[config.mk]
export PLATFORM = sky130hd
export DESIGN_NAME = imucss_cfg_regs_flat
export DESIGN_NICKNAME = d
export VERILOG_FILES = /design/src/rtl/core/imucss_pkg.sv /design/src/rtl/core/imucss_if.sv /design/src/rtl/core/imucss_cfg_regs.sv /design/src/flat_wrapper.sv
export SDC_FILE = /design/constraint.sdc
export NUM_CORES = 1
export LEC_CHECK = 0
export BUFFER_PORTS_ARGS = -buffer_cell sky130_fd_sc_hd__buf_2
export CORE_ASPECT_RATIO = 0.75
export CORE_UTILIZATION = 33
export CTS_CLUSTER_DIAMETER = 150
export DETAILED_ROUTE_END_ITERATION = 7
export GPL_ROUTABILITY_DRIVEN = 0
export MAX_ROUTING_LAYER = met4
export PLACE_DENSITY = 0.63
export SETUP_SLACK_MARGIN = 0.15
export SLEW_MARGIN = 5
export SYNTH_ARGS = -nofsm -noshare
export SYNTH_HDL_FRONTEND = slang
export SYNTH_SLANG_ARGS = --single-unit
[constraint.sdc]
create_clock -name i_clk -period 1.7 [get_ports i_clk]
set_input_delay 0.34 -clock i_clk [delete_from_list [all_inputs] [get_ports i_clk]]
set_output_delay 0.34 -clock i_clk [all_outputs]
set_load 0.05 [all_outputs]
[src/rtl/core/imucss_pkg.sv]
// Shared constants, types and register codes for the IMU channel smoother.
package imucss_pkg;

    // Sizing
    localparam int CHANNELS     = 6;
    localparam int SAMPLE_BITS  = 16;
    localparam int FRAC_BITS    = 24;
    localparam int CH_BITS      = 3;
    localparam int W_BITS       = FRAC_BITS + 1;
    localparam int ACC_BITS     = SAMPLE_BITS + FRAC_BITS + 1;
    localparam int CFG_IDX_BITS = 2;

    // Configuration register indexes
    localparam logic [CFG_IDX_BITS-1:0] REG_FAST_WEIGHT = CFG_IDX_BITS'(0);
    localparam logic [CFG_IDX_BITS-1:0] REG_SLOW_WEIGHT = CFG_IDX_BITS'(1);

    // Weight reset values: 0.5 and about 0.0002
    localparam logic [W_BITS-1:0] FAST_W_RESET = W_BITS'(1) << (FRAC_BITS - 1);
    localparam logic [W_BITS-1:0] SLOW_W_RESET =
        W_BITS'(longint'(0.0002 * (2.0 ** FRAC_BITS)));

    // Weight of exactly one
    localparam logic [W_BITS-1:0] ONE_W = W_BITS'(1) << FRAC_BITS;

    typedef logic signed [ACC_BITS-1:0] t_acc;

    typedef struct packed {
        logic [CH_BITS-1:0]            channel;
        logic signed [SAMPLE_BITS-1:0] sample;
        logic                          restart;
    } t_item;

    typedef struct packed {
        logic  vld;
        t_item item;
    } t_upd;

    typedef struct packed {
        logic [W_BITS-1:0] fast;
        logic [W_BITS-1:0] slow;
    } t_weights;

    typedef struct packed {
        logic [CH_BITS-1:0]            channel_out;
        logic signed [SAMPLE_BITS-1:0] fast_average;
        logic signed [SAMPLE_BITS-1:0] slow_average;
        logic signed [SAMPLE_BITS-1:0] lowest_fast;
        logic signed [SAMPLE_BITS-1:0] highest_fast;
    } t_result;

endpackage

[src/rtl/core/imucss_if.sv]


interface imucss_cfg_if;
    logic                                    valid;
    logic                                    ready;
    logic [imucss_pkg::CFG_IDX_BITS-1:0]     index;
    logic [imucss_pkg::W_BITS-1:0]           data;

    modport source (output valid, output index, output data, input ready);
    modport sink   (input valid, input index, input data, output ready);
endinterface

[src/rtl/core/imucss_cfg_regs.sv]
// Weight registers written through the configuration channel.
module imucss_cfg_regs (
    input  logic                 i_clk,
    input  logic                 i_rst_n,
    imucss_cfg_if.sink           i_cfg,
    output imucss_pkg::t_weights o_weights
);
    import imucss_pkg::*;

    t_weights r_weights;
    t_weights n_weights;

    assign i_cfg.ready = 1'b1;
    assign o_weights   = r_weights;

    // Decode the write; unknown indexes are dropped
    always_comb begin
        n_weights = r_weights;
        if (i_cfg.valid) begin
            case (i_cfg.index)
                REG_FAST_WEIGHT: n_weights.fast = i_cfg.data;
                REG_SLOW_WEIGHT: n_weights.slow = i_cfg.data;
                default:         n_weights = r_weights;
            endcase
        end
    end

    always_ff @(posedge i_clk) begin
        if (!i_rst_n) begin
            r_weights.fast <= FAST_W_RESET;
            r_weights.slow <= SLOW_W_RESET;
        end else begin
            r_weights <= n_weights;
        end
    end

endmodule

[src/flat_wrapper.sv]
// flat-port wrapper written by rule: the top's interface ports become plain ports
module imucss_cfg_regs_flat import imucss_pkg::*;
  (i_clk, i_rst_n, o_weights, i_cfg_valid, i_cfg_index, i_cfg_data, i_cfg_ready);
  imucss_cfg_if i_cfg_i ();
  input  logic i_clk;
  input  logic i_rst_n;
  output imucss_pkg::t_weights o_weights;
  input wire logic [$bits(i_cfg_i.valid)-1:0] i_cfg_valid;
  input wire logic [$bits(i_cfg_i.index)-1:0] i_cfg_index;
  input wire logic [$bits(i_cfg_i.data)-1:0] i_cfg_data;
  output wire logic [$bits(i_cfg_i.ready)-1:0] i_cfg_ready;
  assign i_cfg_i.valid = i_cfg_valid;
  assign i_cfg_i.index = i_cfg_index;
  assign i_cfg_i.data = i_cfg_data;
  assign i_cfg_ready = i_cfg_i.ready;
  imucss_cfg_regs u_core (.i_clk(i_clk), .i_rst_n(i_rst_n), .i_cfg(i_cfg_i), .o_weights(o_weights));
endmodule
==> summary.txt <==
Run status
  – Status: finished clean

Route
  – Initial DRT Pass Iterations: 4
  – Avg WL per Cell: 12.0 um
  – Met2 wire length: 1.94 mm
  – DR vias/cell: 4.49
  – Max Used Layer: met4
  – Met3 WL: 270 um
  – Iter 0 DRT Violations: 49
  – M1 wire length: 2.03 mm
  – Detail Route Antenna Nets: 0
  – DRC viols: 0
  – Via count: 1603
  – Final WL: 4.27 mm

Die
  – Die height: 69.7 um
  – Rows: 24
  – Starting Density: 0.345
  – Die area: 6440 um2
  – Core ar.: 5860 um2
  – Die width: 92.3 um
  – Io pins: 81

Worst setup path
  – Critical path type: register to output port
  – CP top delay family: flip-flops
  – WP data required: 1.36 ns
  – R2R Setup Slk: 1.06 ns
  – Worst-path maximum fanout: 2
  – Crit path buffers/inverters: 1
  – Worst path arrival time: 0.93 ns
  – Crit path largest cell delay: 0.36 ns
  – Crit. End Element: output port
  – Cell depth of the worst flop-to-flop path: 2
  – Worst r2r dst: u_core.o_weights[48]
  – Worst reg2reg startpoint: u_core.o_weights[48]
  – Critical-path top delay cell: dfxtp_1
  – Worst path cell trace: buf_2
  – Critical path startpoint category: register

Final layout
  – Share of cells above drive strength 1: 0.344
  – Most common cell after layout, fill and taps aside: buf_2
  – Number of flip-flops in the largest register: 50
  – Nets: 308
  – Commonest cells after routing, fill and taps aside: 79 x buf_2, 67 x nand2_1, 50 x dfxtp_1, 42 x mux2i_1, 8 x inv_1
  – Antenna fix cells: 0
  – Syn-to-layout area delta: 26.0%
  – Non-Filler Instances: 357
  – Register Area: 1000 um2
  – Multi-input logic area: 866 um2
  – Filler cells: 617

Timing
  – Slew Limit Fails: 0
  – Count of final hold-check violations: 0
  – Final TNS setup: 0 ns
  – Final setup viols: 0
  – Fmax: 790 MHz
  – Final worst-path cycle share: 0.745
  – Tmin final: 1.27 ns
  – Clk_skew: 0 ns
  – RSZ-0062 raised after global routing: false
  – Hold_ws: 0.298 ns

Clock network
  – Longest Clk Path Bufs: 2
  – Setup repair bufs after CTS: 0
  – # resized after CTS: 0
  – H-tree depth: 2
  – Num Clock Sinks: 50
  – CTS tree: built
  – CTS clk-pin slew, worst paths: 0.10 ns
  – Clock root buffer: clkbuf_8
  – Total CTS buffers: 5
  – Clock Latency Late Sink: 0.29 ns
  – # hold bufs at CTS: 0

Synthesis
  – Synth Area in Adders: 0
  – Net count of the mapped netlist: 234
  – Synth top area share: 0.496
  – Synth area leaders: dfxtp_1 50%, mux2i_1 21%, nand2_1 12%, buf_6 3.3%, nand4b_1 3.0%
  – Synthesized instance count: 204
  – Synth unique cells: 16
  – Mux share of post-synthesis cell area: 0.208
  – Synth Area in Compound Gates: 0.0347
  – Cell taking the most area after synthesis: dfxtp_1
  – Largest family of logic cells by synthesized area: multiplexers
  – Sequential area share after synthesis: 0.496
  – Mean Syn Cell Area: 9.89 um2
  – Synth warnings: 0
  – Post-Syn Area: 2020 um2
  – XOR/XNOR Fraction of Synth Area: 0
  – Simple-gate portion of the synthesized area: 0.181
  – Yosys reg bits: 50

Pwr
  – VDD IR max: 0.430 mV
  – Internal Power: 0.00162 W
  – Pwr/cell area: 909 nW/um2
  – Switching Share: 0.298
  – Share of power burned in registers: 0.535
  – Clock share of power: 0.294
  – Static leakage: 1.27 nW
  – Combinational Power Share: 0.171
  – Switching pwr: 0.000689 W

GRT
  – First-pass GRT wire length: 7.22 mm
  – Initial antenna violation count: 0
  – All-Layer GR Usage: 0.145
  – Total gr overflow: 0
  – Vias in the first global route: 1589
  – Pin count of the biggest net entering global routing: 34

Hold path
  – Worst Hold Launch: i_cfg_data[3]
  – HP Class: input pin to register
  – Sink of the worst hold path: u_core.o_weights[28]
  – Cells on Worst Hold Path: 3

Job
  – Max-Cap Viols: 0

Placed design
  – I/O Buffers: 79
  – Dpl cells: 349
  – DP HPWL: 3.11 mm
-- cells by family (layout without fill, tap and decap cells) --
kind of cell,count (synthesis),in the layout
and+or+nand+nor,78,78
DFF,50,50
muxes,42,42
buffers and inverters,25,100
AOI/OAI and AO/OA,8,8
other,1,1
-- through the flow --
step	cell area (um2)	power [W]	worst slack, ns	util
2_1_floorplan	2020	0.00156	0.631	-
3_3_place_gp	2450	0.00166	0.322	0.419
3_5_place_dp	2450	0.00166	0.283	0.419
4_1_cts	2540	0.00236	0.418	0.434
5_1_grt	2540	0.00243	0.375	0.434
6_report	2540	0.00231	0.434	0.434
-- layer usage --
layer | track usage | vias to the layer above
met5 | - | -
met4 | 0.0417 | 0
met3 | 0.0417 | 2
met2 | 0.235 | 44
met1 | 0.175 | 738
li1 | - | 819
-- synthesized netlist by cell type --
library cell / number
nand3b_4: 1
o211ai_1: 6
inv_1: 8
o211ai_2: 2
nand4bb_1: 1
buf_2: 6
buf_4: 3
nand4b_1: 7
mux2i_1: 42
nand2_1: 67
dfxtp_1: 50
conb_1: 1
clkbuf_1: 2
nor3b_2: 1
and3b_1: 1
buf_6: 6
-- layout make-up --
class | instances | share of cell area
clock inverters | 3 | 0.00837
clock buffers | 5 | 0.0271
inverters | 8 | 0.0118
repair buffers | 84 | 0.180
multi-input cells | 129 | 0.341
flip-flops and latches | 50 | 0.394
well taps | 78 | 0.0384
-- worst max-delay path by stage --
stage                               startpoint                    to  slack, ns  cells past startpoint
final                     u_core.o_weights[48]         o_weights[48]       0.43                      1
after global routing      u_core.o_weights[41]         o_weights[41]       0.38                      1
after floorplan                 i_cfg_index[1]  u_core.o_weights[21]       0.63                      4
after global placement             i_cfg_valid  u_core.o_weights[26]       0.32                      4
after CTS                 u_core.o_weights[48]         o_weights[48]       0.42                      1
after detailed placement           i_cfg_valid  u_core.o_weights[44]       0.28                      4
-- power groups by stage --
stage	registers (W)	clock network [W]	logic, W
6_report	0.00124	0.000679	0.000396
5_1_grt	0.00124	0.000761	0.000424
3_5_place_dp	0.00126	0	0.000400
3_3_place_gp	0.00126	0	0.000396
2_1_floorplan	0.00142	0	0.000143
4_1_cts	0.00124	0.000724	0.000401
(Power assumes the default switching activity.)
